--- src/hdl/kfs_pkg.sv ---
// ----------------------------------------------------------------------------
// kfs_pkg: shared types, codes and microcode for the Kalman filter step
// Payload structs, sequencer states, operand codes, scratch slots and the
// microcode store that drives the shared multiply-accumulate datapath.
// ----------------------------------------------------------------------------
`timescale 1ns / 1ps
`default_nettype none

package kfs_pkg;

   typedef struct packed {
      logic               func;
      logic signed [31:0] measurement;
   } kfs_req_type;

   typedef struct packed {
      logic signed [31:0] estimate_first;
      logic signed [31:0] estimate_second;
      logic signed [31:0] variance_first;
      logic signed [31:0] variance_second;
      logic               gain_fault;
   } kfs_rsp_type;

   typedef enum logic [2:0] {
      CSR_TRANSITION  = 3'd0,
      CSR_MEASUREMENT = 3'd1,
      CSR_PROC_NOISE  = 3'd2,
      CSR_MEAS_NOISE  = 3'd3,
      CSR_INIT_STATE  = 3'd4,
      CSR_INIT_COV    = 3'd5
   } csr_index_type;

   typedef enum logic [2:0] {
      ST_IDLE,
      ST_FETCH,
      ST_EXEC,
      ST_ACCUM,
      ST_DIVIDE,
      ST_FINISH
   } state_type;

   typedef enum logic [1:0] {
      UOP_MAC,
      UOP_DIV,
      UOP_JUMP,
      UOP_STOP
   } uop_kind_type;

   typedef enum logic [1:0] {
      SHIFT_0,
      SHIFT_8,
      SHIFT_16
   } shift_type;

   typedef struct packed {
      uop_kind_type kind;
      logic         first;
      logic         last;
      logic         neg;
      logic [5:0]   src_a;
      logic [5:0]   src_b;
      shift_type    shift;
      logic [4:0]   dest;
   } uop_type;

   typedef struct packed {
      logic      prod_en;
      logic      acc_en;
      logic      first;
      logic      neg;
      shift_type shift;
   } mac_ctrl_type;

   // scratch slots
   localparam logic [5:0] SLOT_X0  = 6'd0;
   localparam logic [5:0] SLOT_X1  = 6'd1;
   localparam logic [5:0] SLOT_P0  = 6'd2;
   localparam logic [5:0] SLOT_P3  = 6'd5;
   localparam logic [5:0] SLOT_XP  = 6'd6;
   localparam logic [5:0] SLOT_PP  = 6'd8;
   localparam logic [5:0] SLOT_Q   = 6'd12;
   localparam logic [5:0] SLOT_M   = 6'd16;
   localparam logic [5:0] SLOT_PHT = 6'd20;
   localparam logic [5:0] SLOT_S   = 6'd22;
   localparam logic [5:0] SLOT_KG  = 6'd23;
   localparam logic [5:0] SLOT_HX  = 6'd25;
   localparam logic [5:0] SLOT_Y   = 6'd26;
   localparam logic [5:0] SLOT_KR  = 6'd25;
   localparam logic [5:0] SLOT_A   = 6'd27;

   // external operands
   localparam logic [5:0] SRC_F0    = 6'd32;
   localparam logic [5:0] SRC_F1    = 6'd33;
   localparam logic [5:0] SRC_F2    = 6'd34;
   localparam logic [5:0] SRC_F3    = 6'd35;
   localparam logic [5:0] SRC_H0    = 6'd36;
   localparam logic [5:0] SRC_H1    = 6'd37;
   localparam logic [5:0] SRC_QA0   = 6'd38;
   localparam logic [5:0] SRC_QA1   = 6'd39;
   localparam logic [5:0] SRC_QA2   = 6'd40;
   localparam logic [5:0] SRC_QA3   = 6'd41;
   localparam logic [5:0] SRC_IC0   = 6'd42;
   localparam logic [5:0] SRC_IC1   = 6'd43;
   localparam logic [5:0] SRC_IC2   = 6'd44;
   localparam logic [5:0] SRC_IC3   = 6'd45;
   localparam logic [5:0] SRC_IS0   = 6'd46;
   localparam logic [5:0] SRC_IS1   = 6'd47;
   localparam logic [5:0] SRC_Z     = 6'd48;
   localparam logic [5:0] SRC_R     = 6'd49;
   localparam logic [5:0] SRC_ONE   = 6'd50;
   localparam logic [5:0] SRC_256   = 6'd51;
   localparam logic [5:0] SRC_65536 = 6'd52;

   localparam int         ROM_DEPTH     = 97;
   localparam logic [6:0] RESTART_START = 7'd0;
   localparam logic [6:0] UPDATE_START  = 7'd27;
   localparam logic [6:0] PREDICT_START = 7'd72;

   typedef uop_type [ROM_DEPTH-1:0] rom_type;

   function automatic logic signed [31:0] sat32(input logic signed [63:0] v);
      logic signed [31:0] r;
      if (v > 64'sh0000_0000_7FFF_FFFF) begin
         r = 32'sh7FFF_FFFF;
      end else if (v < -64'sh0000_0000_8000_0000) begin
         r = 32'sh8000_0000;
      end else begin
         r = v[31:0];
      end
      return r;
   endfunction

   function automatic uop_type mac_uop(input logic first, input logic last,
                                       input logic neg, input int a, input int b,
                                       input shift_type sh, input int d);
      uop_type u;
      u.kind  = UOP_MAC;
      u.first = first;
      u.last  = last;
      u.neg   = neg;
      u.src_a = 6'(a);
      u.src_b = 6'(b);
      u.shift = sh;
      u.dest  = 5'(d);
      return u;
   endfunction

   function automatic uop_type ctl_uop(input uop_kind_type kind, input int a,
                                       input int b, input int d);
      uop_type u;
      u       = mac_uop(1'b1, 1'b1, 1'b0, a, b, SHIFT_0, d);
      u.kind  = kind;
      return u;
   endfunction

   function automatic rom_type build_rom();
      rom_type rom;
      int      n;
      n   = 0;
      rom = '0;
      // restart: scaled noise, initial covariance and state
      for (int i = 0; i < 4; i++) begin
         rom[n] = mac_uop(1'b1, 1'b1, 1'b0, SRC_QA0 + i, SRC_256, SHIFT_0, SLOT_A + i);
         n++;
      end
      for (int i = 0; i < 4; i++) begin
         rom[n] = mac_uop(1'b1, 1'b1, 1'b0, SRC_IC0 + i, SRC_256, SHIFT_0, SLOT_P0 + i);
         n++;
      end
      for (int i = 0; i < 2; i++) begin
         rom[n] = mac_uop(1'b1, 1'b1, 1'b0, SRC_IS0 + i, SRC_ONE, SHIFT_0, SLOT_X0 + i);
         n++;
      end
      // Q = F Qa F'
      for (int i = 0; i < 2; i++)
         for (int j = 0; j < 2; j++)
            for (int k = 0; k < 2; k++) begin
               rom[n] = mac_uop(k == 0, k == 1, 1'b0, SRC_F0 + i * 2 + k,
                                SLOT_A + k * 2 + j, SHIFT_8, SLOT_M + i * 2 + j);
               n++;
            end
      for (int i = 0; i < 2; i++)
         for (int j = 0; j < 2; j++)
            for (int k = 0; k < 2; k++) begin
               rom[n] = mac_uop(k == 0, k == 1, 1'b0, SLOT_M + i * 2 + k,
                                SRC_F0 + j * 2 + k, SHIFT_8, SLOT_Q + i * 2 + j);
               n++;
            end
      rom[n] = ctl_uop(UOP_JUMP, 0, 0, 0);
      n++;
      // update: P H'
      for (int i = 0; i < 2; i++)
         for (int k = 0; k < 2; k++) begin
            rom[n] = mac_uop(k == 0, k == 1, 1'b0, SLOT_PP + i * 2 + k, SRC_H0 + k,
                             SHIFT_8, SLOT_PHT + i);
            n++;
         end
      rom[n] = mac_uop(1'b1, 1'b0, 1'b0, SRC_R, SRC_256, SHIFT_0, SLOT_S);
      n++;
      for (int k = 0; k < 2; k++) begin
         rom[n] = mac_uop(1'b0, k == 1, 1'b0, SRC_H0 + k, SLOT_PHT + k, SHIFT_8, SLOT_S);
         n++;
      end
      for (int i = 0; i < 2; i++) begin
         rom[n] = ctl_uop(UOP_DIV, SLOT_PHT + i, SLOT_S, SLOT_KG + i);
         n++;
      end
      for (int k = 0; k < 2; k++) begin
         rom[n] = mac_uop(k == 0, k == 1, 1'b0, SRC_H0 + k, SLOT_XP + k, SHIFT_8, SLOT_HX);
         n++;
      end
      rom[n] = mac_uop(1'b1, 1'b0, 1'b0, SRC_Z, SRC_ONE, SHIFT_0, SLOT_Y);
      n++;
      rom[n] = mac_uop(1'b0, 1'b1, 1'b1, SLOT_HX, SRC_ONE, SHIFT_0, SLOT_Y);
      n++;
      for (int i = 0; i < 2; i++) begin
         rom[n] = mac_uop(1'b1, 1'b0, 1'b0, SLOT_XP + i, SRC_ONE, SHIFT_0, SLOT_X0 + i);
         n++;
         rom[n] = mac_uop(1'b0, 1'b1, 1'b0, SLOT_KG + i, SLOT_Y, SHIFT_16, SLOT_X0 + i);
         n++;
      end
      // A = I - K H
      for (int i = 0; i < 2; i++)
         for (int j = 0; j < 2; j++) begin
            if (i == j) begin
               rom[n] = mac_uop(1'b1, 1'b0, 1'b0, SRC_ONE, SRC_65536, SHIFT_0,
                                SLOT_A + i * 2 + j);
               n++;
            end
            rom[n] = mac_uop(i != j, 1'b1, 1'b1, SLOT_KG + i, SRC_H0 + j, SHIFT_8,
                             SLOT_A + i * 2 + j);
            n++;
         end
      for (int i = 0; i < 2; i++)
         for (int j = 0; j < 2; j++)
            for (int k = 0; k < 2; k++) begin
               rom[n] = mac_uop(k == 0, k == 1, 1'b0, SLOT_A + i * 2 + k,
                                SLOT_PP + k * 2 + j, SHIFT_16, SLOT_M + i * 2 + j);
               n++;
            end
      for (int i = 0; i < 2; i++) begin
         rom[n] = mac_uop(1'b1, 1'b1, 1'b0, SLOT_KG + i, SRC_R, SHIFT_8, SLOT_KR + i);
         n++;
      end
      for (int i = 0; i < 2; i++)
         for (int j = 0; j < 2; j++) begin
            rom[n] = mac_uop(1'b1, 1'b0, 1'b0, SLOT_KR + i, SLOT_KG + j, SHIFT_16,
                             SLOT_P0 + i * 2 + j);
            n++;
            for (int k = 0; k < 2; k++) begin
               rom[n] = mac_uop(1'b0, k == 1, 1'b0, SLOT_M + i * 2 + k,
                                SLOT_A + j * 2 + k, SHIFT_16, SLOT_P0 + i * 2 + j);
               n++;
            end
         end
      // predict
      for (int i = 0; i < 2; i++)
         for (int k = 0; k < 2; k++) begin
            rom[n] = mac_uop(k == 0, k == 1, 1'b0, SRC_F0 + i * 2 + k, SLOT_X0 + k,
                             SHIFT_8, SLOT_XP + i);
            n++;
         end
      for (int i = 0; i < 2; i++)
         for (int j = 0; j < 2; j++)
            for (int k = 0; k < 2; k++) begin
               rom[n] = mac_uop(k == 0, k == 1, 1'b0, SRC_F0 + i * 2 + k,
                                SLOT_P0 + k * 2 + j, SHIFT_8, SLOT_M + i * 2 + j);
               n++;
            end
      for (int i = 0; i < 2; i++)
         for (int j = 0; j < 2; j++) begin
            rom[n] = mac_uop(1'b1, 1'b0, 1'b0, SLOT_Q + i * 2 + j, SRC_ONE, SHIFT_0,
                             SLOT_PP + i * 2 + j);
            n++;
            for (int k = 0; k < 2; k++) begin
               rom[n] = mac_uop(1'b0, k == 1, 1'b0, SLOT_M + i * 2 + k,
                                SRC_F0 + j * 2 + k, SHIFT_8, SLOT_PP + i * 2 + j);
               n++;
            end
         end
      rom[n] = ctl_uop(UOP_STOP, 0, 0, 0);
      return rom;
   endfunction

   localparam rom_type UCODE = build_rom();

endpackage

`default_nettype wire

--- src/hdl/kfs_regfile.sv ---
// ----------------------------------------------------------------------------
// kfs_regfile: scratch store for filter operands
// One write port, two registered read ports; entries read as zero until
// written after reset.
// ----------------------------------------------------------------------------
`timescale 1ns / 1ps
`default_nettype none

module kfs_regfile
   import kfs_pkg::*;
(
   input  wire logic               clock,
   input  wire logic               reset,
   input  wire logic               wr_en,
   input  wire logic [4:0]         wr_addr,
   input  wire logic signed [31:0] wr_data,
   input  wire logic [4:0]         rd_addr_a,
   input  wire logic [4:0]         rd_addr_b,
   output logic signed [31:0]      rd_data_a,
   output logic signed [31:0]      rd_data_b
);

   logic signed [31:0] mem [32];
   logic [31:0]        valid_ff;

   always_ff @(posedge clock) begin
      if (reset) begin
         valid_ff <= '0;
      end else if (wr_en) begin
         valid_ff[wr_addr] <= 1'b1;
      end
   end

   always_ff @(posedge clock) begin
      if (wr_en) begin
         mem[wr_addr] <= wr_data;
      end
      rd_data_a <= valid_ff[rd_addr_a] ? mem[rd_addr_a] : '0;
      rd_data_b <= valid_ff[rd_addr_b] ? mem[rd_addr_b] : '0;
   end

endmodule

`default_nettype wire

--- config.mk ---
export PLATFORM = sky130hd
export DESIGN_NAME = kfs_regfile
export DESIGN_NICKNAME = d
export VERILOG_FILES = /design/src/hdl/kfs_pkg.sv /design/src/hdl/kfs_regfile.sv
export SDC_FILE = /design/constraint.sdc
export NUM_CORES = 2
export LEC_CHECK = 0
export ABC_CLOCK_PERIOD_IN_PS = 7760
export BUFFER_PORTS_ARGS = -buffer_cell sky130_fd_sc_hd__buf_2
export CORE_ASPECT_RATIO = 1.5
export CORE_MARGIN = 1.5
export CORE_UTILIZATION = 45
export DETAILED_ROUTE_END_ITERATION = 10
export HOLD_SLACK_MARGIN = 0.08
export PLACE_DENSITY = 0.67
export SYNTH_ARGS = -nofsm -noshare
export SYNTH_HDL_FRONTEND = slang
export SYNTH_SLANG_ARGS = --single-unit
--- constraint.sdc ---
create_clock -name clock -period 7.76 [get_ports clock]
set_clock_uncertainty 0.1 [all_clocks]
set_input_delay 1.164 -clock clock [delete_from_list [all_inputs] [get_ports clock]]
set_output_delay 1.164 -clock clock [all_outputs]
set_load 0.1 [all_outputs]
# Yosys cells after proc, flatten, opt, wreduce, memory -nomap -nowiden
# Memories as Yosys holds them, arrays and structs flattened. A register that Yosys moved wholly into a read port is not among the register bits.
# Index checks and enable logic that the tools add are counted.
[totals] ff_bits=32 in_bits=50 memories=1 elab_cells=18 output_inout_bits=64 mem_bits_rw=1024
[memory_table] memory="mem" words=32 word_bits=32 read_ports=2 rd_clocked_by_memory_dff=2 wr=1 line="kfs_regfile.sv:23" source="logic signed [31:0] mem [32];"
[classes] muxes=8 bitwise=1 reduce_logical=3 order_cmp=4
[ops] cell="$or A32 B32 Y32" n=1
[ops] cell="$lt A5 B6 Y1 const B" n=3
[ops] cell="$bmux W1 S5" n=2
[ops] cell="$demux W1 S5" n=1
[ops] cell="$ge A5 B1 Y1 const B" n=1
[ops] cell="$mux W1" n=5
[ops] cell="$logic_not A1 Y1" n=2
[ops] cell="$logic_and A1 B1 Y1" n=1

# Longest topological paths before layout
[logic_depth] ltp_word=5 ltp_mapped=9 ltp_nobuf=5

# Worst setup path after synthesis
# Ideal clock, no wire load.
[synth_path] kind="input -> register" from="input port wr_addr[0]" to="memory mem[12][0], enable pin" n_path_buf=1 required_time_ns=7.237 slack_ns=4.030 arrival_time_ns=3.207 stages=3 setup_time_ns=0.423 path_cell_list="or3b_2 > clkbuf_1 > nor2_1"
[synth_rtl] item="from (decl)" line="kfs_regfile.sv:15" source="input wire logic [4:0] wr_addr,"
[synth_rtl] item="to (decl)" line="kfs_regfile.sv:23"
# No word-level cell before the write port.

# Worst setup path in the final report
[layout_path] from="input port rd_addr_a[4]" to="register rd_data_a[20] (read register of mem)"
[layout_via] elab_chain_cells=3
[layout_rtl] item="from (decl)" line="kfs_regfile.sv:17" source="input wire logic [4:0] rd_addr_a,"
[layout_rtl] item="$bmux W1 S5" line="kfs_regfile.sv:38" source="rd_data_a <= valid_ff[rd_addr_a] ? mem[rd_addr_a] : '0;"
[layout_rtl] item="$mux W1 (implied by the code)" line="kfs_regfile.sv:38"
[layout_rtl] item="$logic_not A1 Y1 (no source line)"
[layout_rtl] item="to (decl)" line="kfs_regfile.sv:19" source="output logic signed [31:0] rd_data_a,"
# Parallel ways exist; a longest one is shown, timed or not. The select of a mux whose other input is x is not followed.
# A chain may end at the register's enable or synchronous reset.

==> impl_metrics.csv <==
group,metric,value,unit
outcome,run_status,"completed",
route,drt_iter0_drc,3647,
final_layout,regArea,32700,um^2
synthesis,ys_seq_area_share,64.0,%
setup_path,timing.rr.start,"valid_ff[27]$_SDFFE_PP0P_",
setup_path,reg2reg_depth,6,
cts,cts_num_sinks,1120,
cts,clk_pin_slew,60,ps
global_routing,antenna_found_initial,15,
timing,slew_viol_final,0,
cts,cts_root_buf,"clkbuf_16",
setup_path,slowest_delay,970,ps
setup_path,arrival,4910,ps
timing,fin_tns_setup,0,ps
setup_path,path_buf_inv,3,
floorplanning,fp.dieArea,115000,um^2
timing,timing.final.crit_share,57.2,%
placed_design,place.port_buffers,113,
synthesis,synth_area_per_cell,16.6,um^2
route,vias,31500,
cts,clockBufferDepth,3,
min_path,hold_path_end,"valid_ff[31]$_SDFFE_PP0P_",
setup_path,cp_cell_sequence,"buf_4 -> buf_4 -> mux2i_1 -> a311oi_1 -> o211ai_1 -> nand4_1 -> buf_4 -> and3_1",
setup_path,crit_path_start_kind,"input port",
cts,cts_buffers,100,
setup_path,setup.worst_path.end_class,"register",
synthesis,async_flop_share,0,%
setup_path,crit_required,8230,ps
setup_path,critical-path-slowest-cell,"nand4_1",
placed_design,gp_congestion,0.818,
final_layout,fillers,9128,
global_routing,grt_pass1_wl,222000,um
pwr,leakagePower,19.2,nW
synthesis,ys_warn_count,0,
placed_design,place_hpwl,86700,um
route,drc,0,
timing,maxSlewHeadroom,17.5,%
timing,finalHoldViolations,0,
cts,holdBufCountCts,0,
synthesis,synth_top_area_share,60.2,%
pwr,total_power,13.4,mW
route,wirelength,156000,um
route,via_per_inst,6.79,
synthesis,syn-num-nets,3125,
synthesis,yosysMostFrequentCell,"edfxtp_1",
synthesis,synth_area_leader_cell,"edfxtp_1",
route,firstDrtPassIters,7,
timing,fmaxAchievable,225,MHz
cts,h-tree-depth,3,
setup_path,r2r_end,"rd_data_a[20]$_SDFF_PN0_",
synthesis,ys_ff_latch,1120,
synthesis,synthTopCellsByArea,"edfxtp_1, mux4_2, mux2i_1",
floorplanning,die_w,278,um
timing,setup_viol,0,
min_path,hold_path_depth,2,
synthesis,synth_top_cells_by_count,"edfxtp_1, mux2i_1, mux4_2",
pwr,power.density,238,nW/um^2
global_routing,grt_usage,26.9,%
timing,post-route-min-period,4440,ps
min_path,hold_class,"register to register",
setup_path,rrSetupSlack,4510,ps
setup_path,crit_family,"buffers and inverters",
setup_path,critical_path_peak_fanout,45,
global_routing,grt_max_degree,111,
final_layout,multiInputGateArea,17200,um^2
floorplanning,io_pins,114,
final_layout,drive_above_1_share,20.8,%
cts,cts_resized,0,
synthesis,syn_inst,3075,
timing,rsz0062_at_grt,"no",
route,detail-route-antenna-nets,0,
timing,whs,395,ps
global_routing,grt_pass1_vias,32100,
floorplanning,initial_utilization,45.3,%
synthesis,syn-cell-area,51000,um^2
floorplanning,dieHeight,415,um
cts,postCtsSetupBuffers,0,
floorplanning,num_rows,151,
min_path,worstHoldStart,"valid_ff[31]$_SDFFE_PP0P_",
run,maxCapViolations,0,
global_routing,grt.overflow.total,0,
cts,worstSkewPairLatency,700,ps
route,wl_per_cell,33.6,um
final_layout,nets,3153,
timing,worst_pin_slew,1230,ps
synthesis,synth_cell_type_count,33,
setup_path,cpMostUsedCell,"buf_4",
setup_path,crit_type,"input port to register",
cts,cts_tree,"yes",
synthesis,synth_ff_type,"edfxtp_1",
final_layout,areaGrowthSynthToFinish,10.8,%
floorplanning,coreArea,113000,um^2
pwr,ir_drop,0.169,mV
synthesis,synth_edf_count,1024,
final_layout,utilization,50.1,%
[how the worst max path moves through the flow]
| stage | from | endpoint | slack [ps] | cells past startpoint |
|---|---|---|---|---|
| floorplan | wr_addr[0] | mem[12][0]$_DFFE_PP_ | 4030 | 3 |
| global placement | rd_addr_b[0] | rd_data_b[15]$_SDFF_PN0_ | 2900 | 7 |
| detailed placement | rd_addr_a[4] | rd_data_a[18]$_SDFF_PN0_ | 2830 | 8 |
| CTS | rd_addr_a[4] | rd_data_a[20]$_SDFF_PN0_ | 3580 | 8 |
| global route | rd_addr_a[4] | rd_data_a[20]$_SDFF_PN0_ | 3440 | 8 |
| finish | rd_addr_a[4] | rd_data_a[20]$_SDFF_PN0_ | 3320 | 8 |
[worst reg2reg max path, cell delays in order, from the launching register on]
cell	delay, ps
dfxtp_1	320
mux4_2	470
mux2_2	290
nand3_1	80
nand4_1	950
buf_4	680
and3_1	230
[cells by family after synthesis]
kind of cell           synth area share (%)
AND/OR/NAND/NOR                        3.62
flip-flops                             64.0
AO/OA/AOI/OAI                          7.34
buffers and inverters                  2.91
multiplexers                           22.1
[sequential cells by signal (all words and copies together) (netlist names)]
| signal | count |
|---|---|
| rd_data_b | 32 |
| valid_ff | 32 |
| mem | 1024 |
| rd_data_a | 32 |
[through the flow]
step / cells / worst slack, ps / area [um^2]
finish: 4643 / 3320 / 56500
global route: 4641 / 3440 / 56500
CTS: 4638 / 3580 / 56500
detailed placement: 4454 / 2830 / 52900
global placement: 4454 / 2900 / 52900
floorplan: 3075 / 4030 / 51000
[layer usage]
metal / up-vias / wire, um / GRT usage, %
met4: 8 / 8390 / 13.9
met2: 1673 / 78100 / 45.6
met5: - / 42 / 0
li1: 12900 / - / -
met1: 16500 / 56700 / 32.8
met3: 448 / 12900 / 4.97
[area by class of cell]
cell class / count / area share [%]
clock buffer: 129 / 4.89
timing repair buffer: 178 / 2.08
tap: 1453 / 3.22
antenna: 5 / 0.0221
inverter: 4 / 0.0354
clock inverter: 55 / 1.57
sequential: 1120 / 57.8
multi-input combinational: 1699 / 30.4
[layout by cell type, fill, tap and decap left out, types with 5 or more instances in the layout]
cell,instances
a21oi_1,64
a221oi_1,256
a22oi_1,64
and3_1,64
buf_12,6
buf_2,103
buf_4,65
bufinv_16,23
clkbuf_1,15
clkbuf_16,101
clkbuf_8,13
clkinv_1,5
clkinv_2,13
clkinvlp_4,8
dfxtp_1,96
diode_2,5
edfxtp_1,1024
mux2i_1,520
mux4_2,268
nand3_1,70
nand3b_1,7
nor2_1,131
nor2_4,34
nor3_1,64
o21ai_0,108
o21ai_1,20
[where the power goes]
part	switching (mW)	leakage [nW]	internal, mW
registers	0.0488	10.0	6.67
logic	0.807	7.41	0.380
clock network	2.25	1.77	3.28
Note: power is estimated with default switching activity, not from simulation.
