<file path="src/hdl/kfs_pkg.sv">
// ----------------------------------------------------------------------------
// kfs_pkg: shared types, codes and microcode for the Kalman filter step
// Payload structs, sequencer states, operand codes, scratch slots and the
// microcode store that drives the shared multiply-accumulate datapath.
// ----------------------------------------------------------------------------
`timescale 1ns / 1ps
`default_nettype none

package kfs_pkg;

   typedef struct packed {
      logic               func;
      logic signed [31:0] measurement;
   } kfs_req_type;

   typedef struct packed {
      logic signed [31:0] estimate_first;
      logic signed [31:0] estimate_second;
      logic signed [31:0] variance_first;
      logic signed [31:0] variance_second;
      logic               gain_fault;
   } kfs_rsp_type;

   typedef enum logic [2:0] {
      CSR_TRANSITION  = 3'd0,
      CSR_MEASUREMENT = 3'd1,
      CSR_PROC_NOISE  = 3'd2,
      CSR_MEAS_NOISE  = 3'd3,
      CSR_INIT_STATE  = 3'd4,
      CSR_INIT_COV    = 3'd5
   } csr_index_type;

   typedef enum logic [2:0] {
      ST_IDLE,
      ST_FETCH,
      ST_EXEC,
      ST_ACCUM,
      ST_DIVIDE,
      ST_FINISH
   } state_type;

   typedef enum logic [1:0] {
      UOP_MAC,
      UOP_DIV,
      UOP_JUMP,
      UOP_STOP
   } uop_kind_type;

   typedef enum logic [1:0] {
      SHIFT_0,
      SHIFT_8,
      SHIFT_16
   } shift_type;

   typedef struct packed {
      uop_kind_type kind;
      logic         first;
      logic         last;
      logic         neg;
      logic [5:0]   src_a;
      logic [5:0]   src_b;
      shift_type    shift;
      logic [4:0]   dest;
   } uop_type;

   typedef struct packed {
      logic      prod_en;
      logic      acc_en;
      logic      first;
      logic      neg;
      shift_type shift;
   } mac_ctrl_type;

   // scratch slots
   localparam logic [5:0] SLOT_X0  = 6'd0;
   localparam logic [5:0] SLOT_X1  = 6'd1;
   localparam logic [5:0] SLOT_P0  = 6'd2;
   localparam logic [5:0] SLOT_P3  = 6'd5;
   localparam logic [5:0] SLOT_XP  = 6'd6;
   localparam logic [5:0] SLOT_PP  = 6'd8;
   localparam logic [5:0] SLOT_Q   = 6'd12;
   localparam logic [5:0] SLOT_M   = 6'd16;
   localparam logic [5:0] SLOT_PHT = 6'd20;
   localparam logic [5:0] SLOT_S   = 6'd22;
   localparam logic [5:0] SLOT_KG  = 6'd23;
   localparam logic [5:0] SLOT_HX  = 6'd25;
   localparam logic [5:0] SLOT_Y   = 6'd26;
   localparam logic [5:0] SLOT_KR  = 6'd25;
   localparam logic [5:0] SLOT_A   = 6'd27;

   // external operands
   localparam logic [5:0] SRC_F0    = 6'd32;
   localparam logic [5:0] SRC_F1    = 6'd33;
   localparam logic [5:0] SRC_F2    = 6'd34;
   localparam logic [5:0] SRC_F3    = 6'd35;
   localparam logic [5:0] SRC_H0    = 6'd36;
   localparam logic [5:0] SRC_H1    = 6'd37;
   localparam logic [5:0] SRC_QA0   = 6'd38;
   localparam logic [5:0] SRC_QA1   = 6'd39;
   localparam logic [5:0] SRC_QA2   = 6'd40;
   localparam logic [5:0] SRC_QA3   = 6'd41;
   localparam logic [5:0] SRC_IC0   = 6'd42;
   localparam logic [5:0] SRC_IC1   = 6'd43;
   localparam logic [5:0] SRC_IC2   = 6'd44;
   localparam logic [5:0] SRC_IC3   = 6'd45;
   localparam logic [5:0] SRC_IS0   = 6'd46;
   localparam logic [5:0] SRC_IS1   = 6'd47;
   localparam logic [5:0] SRC_Z     = 6'd48;
   localparam logic [5:0] SRC_R     = 6'd49;
   localparam logic [5:0] SRC_ONE   = 6'd50;
   localparam logic [5:0] SRC_256   = 6'd51;
   localparam logic [5:0] SRC_65536 = 6'd52;

   localparam int         ROM_DEPTH     = 97;
   localparam logic [6:0] RESTART_START = 7'd0;
   localparam logic [6:0] UPDATE_START  = 7'd27;
   localparam logic [6:0] PREDICT_START = 7'd72;

   typedef uop_type [ROM_DEPTH-1:0] rom_type;

   function automatic logic signed [31:0] sat32(input logic signed [63:0] v);
      logic signed [31:0] r;
      if (v > 64'sh0000_0000_7FFF_FFFF) begin
         r = 32'sh7FFF_FFFF;
      end else if (v < -64'sh0000_0000_8000_0000) begin
         r = 32'sh8000_0000;
      end else begin
         r = v[31:0];
      end
      return r;
   endfunction

   function automatic uop_type mac_uop(input logic first, input logic last,
                                       input logic neg, input int a, input int b,
                                       input shift_type sh, input int d);
      uop_type u;
      u.kind  = UOP_MAC;
      u.first = first;
      u.last  = last;
      u.neg   = neg;
      u.src_a = 6'(a);
      u.src_b = 6'(b);
      u.shift = sh;
      u.dest  = 5'(d);
      return u;
   endfunction

   function automatic uop_type ctl_uop(input uop_kind_type kind, input int a,
                                       input int b, input int d);
      uop_type u;
      u       = mac_uop(1'b1, 1'b1, 1'b0, a, b, SHIFT_0, d);
      u.kind  = kind;
      return u;
   endfunction

   function automatic rom_type build_rom();
      rom_type rom;
      int      n;
      n   = 0;
      rom = '0;
      // restart: scaled noise, initial covariance and state
      for (int i = 0; i < 4; i++) begin
         rom[n] = mac_uop(1'b1, 1'b1, 1'b0, SRC_QA0 + i, SRC_256, SHIFT_0, SLOT_A + i);
         n++;
      end
      for (int i = 0; i < 4; i++) begin
         rom[n] = mac_uop(1'b1, 1'b1, 1'b0, SRC_IC0 + i, SRC_256, SHIFT_0, SLOT_P0 + i);
         n++;
      end
      for (int i = 0; i < 2; i++) begin
         rom[n] = mac_uop(1'b1, 1'b1, 1'b0, SRC_IS0 + i, SRC_ONE, SHIFT_0, SLOT_X0 + i);
         n++;
      end
      // Q = F Qa F'
      for (int i = 0; i < 2; i++)
         for (int j = 0; j < 2; j++)
            for (int k = 0; k < 2; k++) begin
               rom[n] = mac_uop(k == 0, k == 1, 1'b0, SRC_F0 + i * 2 + k,
                                SLOT_A + k * 2 + j, SHIFT_8, SLOT_M + i * 2 + j);
               n++;
            end
      for (int i = 0; i < 2; i++)
         for (int j = 0; j < 2; j++)
            for (int k = 0; k < 2; k++) begin
               rom[n] = mac_uop(k == 0, k == 1, 1'b0, SLOT_M + i * 2 + k,
                                SRC_F0 + j * 2 + k, SHIFT_8, SLOT_Q + i * 2 + j);
               n++;
            end
      rom[n] = ctl_uop(UOP_JUMP, 0, 0, 0);
      n++;
      // update: P H'
      for (int i = 0; i < 2; i++)
         for (int k = 0; k < 2; k++) begin
            rom[n] = mac_uop(k == 0, k == 1, 1'b0, SLOT_PP + i * 2 + k, SRC_H0 + k,
                             SHIFT_8, SLOT_PHT + i);
            n++;
         end
      rom[n] = mac_uop(1'b1, 1'b0, 1'b0, SRC_R, SRC_256, SHIFT_0, SLOT_S);
      n++;
      for (int k = 0; k < 2; k++) begin
         rom[n] = mac_uop(1'b0, k == 1, 1'b0, SRC_H0 + k, SLOT_PHT + k, SHIFT_8, SLOT_S);
         n++;
      end
      for (int i = 0; i < 2; i++) begin
         rom[n] = ctl_uop(UOP_DIV, SLOT_PHT + i, SLOT_S, SLOT_KG + i);
         n++;
      end
      for (int k = 0; k < 2; k++) begin
         rom[n] = mac_uop(k == 0, k == 1, 1'b0, SRC_H0 + k, SLOT_XP + k, SHIFT_8, SLOT_HX);
         n++;
      end
      rom[n] = mac_uop(1'b1, 1'b0, 1'b0, SRC_Z, SRC_ONE, SHIFT_0, SLOT_Y);
      n++;
      rom[n] = mac_uop(1'b0, 1'b1, 1'b1, SLOT_HX, SRC_ONE, SHIFT_0, SLOT_Y);
      n++;
      for (int i = 0; i < 2; i++) begin
         rom[n] = mac_uop(1'b1, 1'b0, 1'b0, SLOT_XP + i, SRC_ONE, SHIFT_0, SLOT_X0 + i);
         n++;
         rom[n] = mac_uop(1'b0, 1'b1, 1'b0, SLOT_KG + i, SLOT_Y, SHIFT_16, SLOT_X0 + i);
         n++;
      end
      // A = I - K H
      for (int i = 0; i < 2; i++)
         for (int j = 0; j < 2; j++) begin
            if (i == j) begin
               rom[n] = mac_uop(1'b1, 1'b0, 1'b0, SRC_ONE, SRC_65536, SHIFT_0,
                                SLOT_A + i * 2 + j);
               n++;
            end
            rom[n] = mac_uop(i != j, 1'b1, 1'b1, SLOT_KG + i, SRC_H0 + j, SHIFT_8,
                             SLOT_A + i * 2 + j);
            n++;
         end
      for (int i = 0; i < 2; i++)
         for (int j = 0; j < 2; j++)
            for (int k = 0; k < 2; k++) begin
               rom[n] = mac_uop(k == 0, k == 1, 1'b0, SLOT_A + i * 2 + k,
                                SLOT_PP + k * 2 + j, SHIFT_16, SLOT_M + i * 2 + j);
               n++;
            end
      for (int i = 0; i < 2; i++) begin
         rom[n] = mac_uop(1'b1, 1'b1, 1'b0, SLOT_KG + i, SRC_R, SHIFT_8, SLOT_KR + i);
         n++;
      end
      for (int i = 0; i < 2; i++)
         for (int j = 0; j < 2; j++) begin
            rom[n] = mac_uop(1'b1, 1'b0, 1'b0, SLOT_KR + i, SLOT_KG + j, SHIFT_16,
                             SLOT_P0 + i * 2 + j);
            n++;
            for (int k = 0; k < 2; k++) begin
               rom[n] = mac_uop(1'b0, k == 1, 1'b0, SLOT_M + i * 2 + k,
                                SLOT_A + j * 2 + k, SHIFT_16, SLOT_P0 + i * 2 + j);
               n++;
            end
         end
      // predict
      for (int i = 0; i < 2; i++)
         for (int k = 0; k < 2; k++) begin
            rom[n] = mac_uop(k == 0, k == 1, 1'b0, SRC_F0 + i * 2 + k, SLOT_X0 + k,
                             SHIFT_8, SLOT_XP + i);
            n++;
         end
      for (int i = 0; i < 2; i++)
         for (int j = 0; j < 2; j++)
            for (int k = 0; k < 2; k++) begin
               rom[n] = mac_uop(k == 0, k == 1, 1'b0, SRC_F0 + i * 2 + k,
                                SLOT_P0 + k * 2 + j, SHIFT_8, SLOT_M + i * 2 + j);
               n++;
            end
      for (int i = 0; i < 2; i++)
         for (int j = 0; j < 2; j++) begin
            rom[n] = mac_uop(1'b1, 1'b0, 1'b0, SLOT_Q + i * 2 + j, SRC_ONE, SHIFT_0,
                             SLOT_PP + i * 2 + j);
            n++;
            for (int k = 0; k < 2; k++) begin
               rom[n] = mac_uop(1'b0, k == 1, 1'b0, SLOT_M + i * 2 + k,
                                SRC_F0 + j * 2 + k, SHIFT_8, SLOT_PP + i * 2 + j);
               n++;
            end
         end
      rom[n] = ctl_uop(UOP_STOP, 0, 0, 0);
      return rom;
   endfunction

   localparam rom_type UCODE = build_rom();

endpackage

`default_nettype wire

</file>
<file path="src/hdl/kfs_mac.sv">
// ----------------------------------------------------------------------------
// kfs_mac: shared multiply-accumulate unit
// Registered 32x32 signed product, floored shift, signed accumulate and
// saturation of the running sum to the Q16.16 range.
// ----------------------------------------------------------------------------
`timescale 1ns / 1ps
`default_nettype none

module kfs_mac
   import kfs_pkg::*;
(
   input  wire logic               clock,
   input  wire mac_ctrl_type       ctrl,
   input  wire logic signed [31:0] op_a,
   input  wire logic signed [31:0] op_b,
   output logic signed [31:0]      acc_sat
);

   logic signed [63:0] prod_ff;
   logic signed [63:0] acc_ff;
   logic signed [63:0] acc_in;
   logic signed [63:0] term;
   logic signed [63:0] base;

   always_comb begin
      case (ctrl.shift)
         SHIFT_8:  term = prod_ff >>> 8;
         SHIFT_16: term = prod_ff >>> 16;
         default:  term = prod_ff;
      endcase
      base    = ctrl.first ? 64'sd0 : acc_ff;
      acc_in  = ctrl.neg ? base - term : base + term;
      acc_sat = sat32(acc_in);
   end

   always_ff @(posedge clock) begin
      if (ctrl.prod_en) begin
         prod_ff <= op_a * op_b;
      end
      if (ctrl.acc_en) begin
         acc_ff <= acc_in;
      end
   end

endmodule

`default_nettype wire

</file>
<file path="config.mk">
export PLATFORM = sky130hd
export DESIGN_NAME = kfs_mac
export DESIGN_NICKNAME = d
export VERILOG_FILES = /design/src/hdl/kfs_pkg.sv /design/src/hdl/kfs_mac.sv
export SDC_FILE = /design/constraint.sdc
export NUM_CORES = 2
export LEC_CHECK = 0
export ABC_AREA = 1
export BUFFER_PORTS_ARGS = -buffer_cell sky130_fd_sc_hd__buf_4
export CORE_UTILIZATION = 65
export DETAILED_ROUTE_END_ITERATION = 10
export GPL_TIMING_DRIVEN = 1
export PLACE_DENSITY = 0.85
export SLEW_MARGIN = 20
export SYNTH_ARGS = -nofsm -noshare
export SYNTH_HDL_FRONTEND = slang
export SYNTH_SLANG_ARGS = --single-unit
</file>
<file path="constraint.sdc">
create_clock -name clock -period 18.09 [get_ports clock]
set_input_delay 0.9045 -clock clock [delete_from_list [all_inputs] [get_ports clock]]
set_output_delay 0.9045 -clock clock [all_outputs]
set_load 0.03 [all_outputs]
</file>
======== Yosys cells after proc, flatten, opt, wreduce, memory -nomap -nowiden ========
Cells that the tools add are included.
operators by class
  $mul .................................... 1
  multiplexer cells ....................... 5
  equality and inequality tests ........... 2
  $add $sub $neg .......................... 2
  magnitude comparators ................... 2
operator list
  kind                                                              number
  two-way mux 64 bit                                                2
  case mux 63 bit (2 select lines)                                  1
  adder 64 bit                                                      1
  greater-than comparator 64 x 32 -> 1 bit (second input constant)  1
  < comparator 64 x 32 -> 1 bit (second input constant)             1
  multiplier 32 x 32 -> 64 bit                                      1
  two-way mux 32 bit                                                2
  subtractor 64 bit                                                 1
  equality test 2 x 1 -> 1 bit (second input constant)              1
  equality test 2 bit (second input constant)                       1
word-level totals
  logic and storage cells ................. 14
  register bits after elaboration ......... 128

======== Depth between registers and ports, before layout ========
  depth after elaboration ................. 7
  depth in mapped cells ................... 42

======== Worst setup path before layout ========
No wires, ideal clock.
  kind .................................... in2reg
  start point ............................. input port op_a[31]
  end point ............................... register prod_ff[63] (data pin)
  setup slack ............................. 10.181 ns
  setup time .............................. 0.260 ns
  stages on the path ...................... 24
  arrival ................................. 7.649 ns
  path through ............................ clkbuf_1 nand2_1 inv_1 fa_1 fa_1 fa_1 fa_1 inv_1 fa_1 inv_1 fa_1 inv_1 fa_1 inv_1 fa_1 ha_1 a21oi_1 nor2_1 nor2_1 nor2_1 a2111oi_0 o21ai_0 nand2_1 xor2_1
on the way
  word-level cells in the longest chain between the ends .. 1
RTL lines
  what                          line           RTL
  from (decl)                   kfs_mac.sv:14  input wire logic signed [31:0] op_a,
  multiplier 32 x 32 -> 64 bit  kfs_mac.sv:38  prod_ff <= op_a * op_b;
  to (signal assigned)          kfs_mac.sv:38
  to (decl)                     kfs_mac.sv:19  logic signed [63:0] prod_ff;
Every way passes these cells.
A chain may end at the register's enable or synchronous reset.

======== Final worst setup path ========
  start point ............................. input port ctrl[0] (netlist bit)
  end point ............................... output port acc_sat[4]
on the way
  word-level cells in the longest chain between the ends .. 7
  elaborated cells on any way between the ends .. 10
  those cells by class .................... add/sub (2); order compare (2); eq/ne (2); mux (4)
RTL lines
  what                                                                        line            RTL
  from (decl)                                                                 kfs_mac.sv:13   input wire mac_ctrl_type ctrl,
  equality test 2 bit / equality test 2 x 1 -> 1 bit (equally long branches)  kfs_mac.sv:26   case (ctrl.shift)
  case mux 63 bit (2 select lines) (*)                                        kfs_mac.sv:26
  adder 64 bit / subtractor 64 bit (equally long branches)                    kfs_mac.sv:32   acc_in = ctrl.neg ? base - term : base + term;
  two-way mux 64 bit (*)                                                      kfs_mac.sv:32
  named net acc_in[50]                                                        kfs_mac.sv:21   logic signed [63:0] acc_in;
  < comparator 64 x 32 -> 1 bit                                               kfs_pkg.sv:125  end else if (v < -64'sh0000_0000_8000_0000) begin
  two-way mux 32 bit                                                          kfs_pkg.sv:125
  two-way mux 32 bit (*)                                                      kfs_pkg.sv:123  if (v > 64'sh0000_0000_7FFF_FFFF) begin
  to (decl)                                                                   kfs_mac.sv:16   output logic signed [31:0] acc_sat
The timed path passes the listed nets; every way through them passes the cells marked *.

==> flow_metrics.py <==
metrics = {
    "clock_network": {
        "cts_buffers": 17,
        "insertion_delay_ns": 0.45,
        "clk_pin_slew_ns": 0.07,
        "clkSinkCount": 128,
        "clk_path_buf_depth": 2,
        "ctsResizeCount": 0,
        "hold_buffers": 0,
        "cts_setup_buffers": 0,
        "htreeDepth": 4,
        "cts-root-buf": "clkbuf_16",
        "cts_tree": "yes",
    },
    "timing": {
        "worstMarginPinSlew_ns": 1.048,
        "maxSlewHeadroom": 0.3015,
        "hold_violations": 0,
        "setup-tns-final_ns": 0,
        "finalSetupViolations": 0,
        "min_period_ns": 8.721,
        "rsz0062_at_grt": "no",
        "fmax_mhz": 114.7,
        "min_period_over_period": 0.4821,
        "drv_slew": 0,
        "skew_ns": 0.01218,
    },
    "logic_synthesis": {
        "yosys.area.top_type_share": 0.4307,
        "async_reset_ff_frac": 0,
        "ys_seq_area_frac": 0.07636,
        "ys.flop_type": "edfxtp_1",
        "ys_top_cells_by_area": "fa_1 43%, inv_1 14%, nand2_1 14%",
        "syn_inst": 6671,
        "synth_top_area_cell": "fa_1",
        "synth_area_mm2": 0.05034,
        "ys_warn_count": 0,
        "syn-num-nets": 8075,
        "yosysUniqueCellTypes": 50,
        "synth_edf_count": 128,
        "ys_ff_latch": 128,
        "syn_area_per_cell_um2": 7.546,
    },
    "detailed_routing": {
        "routed_wl_mm": 143.3,
        "top_layer": "met5",
        "wirelength_met1_mm": 53.79,
        "first_pass_iters": 6,
        "dr_wl_met2_mm": 66.70,
        "route.detailed.drc": 0,
        "vias": 42160,
        "antenna_left": 0,
        "met3RoutedLength_mm": 16.70,
        "drt-initial-drc-count": 3933,
        "via_per_inst": 5.543,
        "post_drt_wl_per_cell_um": 18.84,
    },
    "worst_setup_path": {
        "r2r-start": "prod_ff[16]",
        "critical_path_buf_inv_count": 5,
        "slowest_delay_ns": 0.69,
        "crit_path_max_fanout": 64,
        "cpMostUsedCell": "nand2_1",
        "r2r_setup_slack_ns": 12.92,
        "reg2reg_depth": 28,
        "crit_slowest_cell": "nand2_1",
        "start_kind": "input port",
        "crit_start": "ctrl[0]",
        "arrival_ns": 7.82,
        "cp.required_ns": 17.19,
        "path_class": "input port to primary output",
        "end_kind": "primary output",
        "crit_family": "simple AND/OR/NAND/NOR gates",
        "reg2reg_to": "acc_ff[63]",
    },
    "placed_design": {
        "dp_hpwl_mm": 117.5,
        "gp_congestion": 1.029,
        "portBuffers": 102,
    },
    "layout": {
        "layout_commonest_cell": "inv_1",
        "final_cell_mix": "1925 x inv_1, 1881 x nand2_1, 1083 x fa_1",
        "antennaDiodeCount": 0,
        "drive_gt1_frac": 0.02828,
        "final-seq-area_mm2": 0.003844,
        "fin_nets": 7968,
        "fillers": 6210,
        "syn_to_final_growth_pct": 3.512,
        "multi_input_comb_area_mm2": 0.03832,
    },
    "floorplan": {
        "dieArea_mm2": 0.07856,
        "ios": 103,
        "row_count": 101,
        "die_h_um": 280.3,
        "die_w_um": 280.3,
        "fp.coreArea_mm2": 0.07633,
        "start_util": 0.6595,
    },
    "hold_path": {
        "whs_path_depth": 3,
        "min_to": "acc_ff[0]",
        "hold_class": "flop to flop",
        "hp-start": "acc_ff[0]",
    },
    "global_route": {
        "grt_overflow": 0,
        "antenna_found_initial": 1,
        "grt_max_degree": 65,
        "grt_use_total": 0.3829,
        "grt_pass1_wl_mm": 232.4,
        "grt_pass1_vias": 44910,
    },
    "job": {
        "drv_cap": 0,
    },
    "outcome": {
        "status": "finished clean",
    },
}
-- synth_stat cells, types with 6 or more instances --
| library cell | number |
|---|---|
| a21oi_1 | 149 |
| nor3_1 | 27 |
| nand3_1 | 107 |
| inv_1 | 1925 |
| nor2_1 | 360 |
| edfxtp_1 | 128 |
| or2_1 | 29 |
| nand4_1 | 36 |
| buf_1 | 6 |
| xor2_1 | 117 |
| clkbuf_1 | 210 |
| a21o_1 | 9 |
| ha_1 | 250 |
| a31oi_1 | 24 |
| nand2_2 | 12 |
| nand2_1 | 1881 |
| nand3b_1 | 12 |
| o21ai_2 | 10 |
| and2_1 | 6 |
| o21ai_0 | 105 |
| or2_0 | 16 |
| o21a_1 | 9 |
| o21bai_1 | 15 |
| or2_2 | 6 |
| xnor2_1 | 46 |
| nor4_1 | 11 |
| o21ai_1 | 24 |
| buf_2 | 9 |
| buf_6 | 6 |
| fa_1 | 1083 |
-- sequential cells by signal, summed over array words and instances, names as in the netlist --
register and count:
prod_ff 64, acc_ff 64
-- per-stage QoR --
stage,area (µm²),hold WS (ns),util,setup slack [ns],cells
2_1_floorplan,50340,0.7289,-,10.18,6671
3_3_place_gp,51500,0.8652,0.6747,9.407,7575
3_5_place_dp,51500,0.8530,0.6747,9.166,7575
4_1_cts,52110,0.8634,0.6827,9.511,7607
5_1_grt,52110,0.9261,0.6827,8.886,7607
6_report,52110,0.8999,0.6827,9.369,7607
-- tightest hold or removal path: cells and delay by family, from the launching register on --
kind                     cells  cell delay (ns)
buffers and inverters        1             0.11
adder cells (fa/ha/maj)      1             0.14
AND/OR/NAND/NOR              1             0.10
flip-flops                   1             0.36
-- kinds of logic (layout without fill, tap and decap cells) --
family,after synthesis,after routing,share of synthesized area
AO/OA/AOI/OAI,366,366,0.04069
XOR/XNOR,163,163,0.02836
AND/OR/NAND/NOR,2519,2519,0.1993
buffers and inverters,2162,2068,0.1625
flip-flops,128,128,0.07636
adder cells (fa/ha/maj),1333,1333,0.4928
-- cell type report --
type / instances / area share
clock buffer: 17 / 0.008164
tap: 1030 / 0.02473
multi-input combinational: 4381 / 0.7354
sequential: 128 / 0.07376
timing repair buffer: 108 / 0.01556
inverter: 1928 / 0.1389
clock inverter: 15 / 0.003530
-- how the worst max path moves through the flow --
stage,slack (ns),end,depth (start not counted)
2_1_floorplan,10.18,prod_ff[63],24
3_3_place_gp,9.41,prod_ff[60],27
3_5_place_dp,9.17,prod_ff[63],26
4_1_cts,9.51,acc_sat[4],30
5_1_grt,8.89,acc_sat[7],30
6_report,9.37,acc_sat[4],33
-- routing by layer --
| metal | vias to the layer above | GRT usage |
|---|---|---|
| li1 | 18780 | - |
| met2 | 2487 | 0.6286 |
| met4 | 4 | 0.1429 |
| met1 | 20380 | 0.5006 |
| met5 | - | 0.005629 |
| met3 | 515 | 0.08127 |
Power is not shown: default switching activity piles up to over one toggle a cycle in this logic, so the estimate is an artifact.
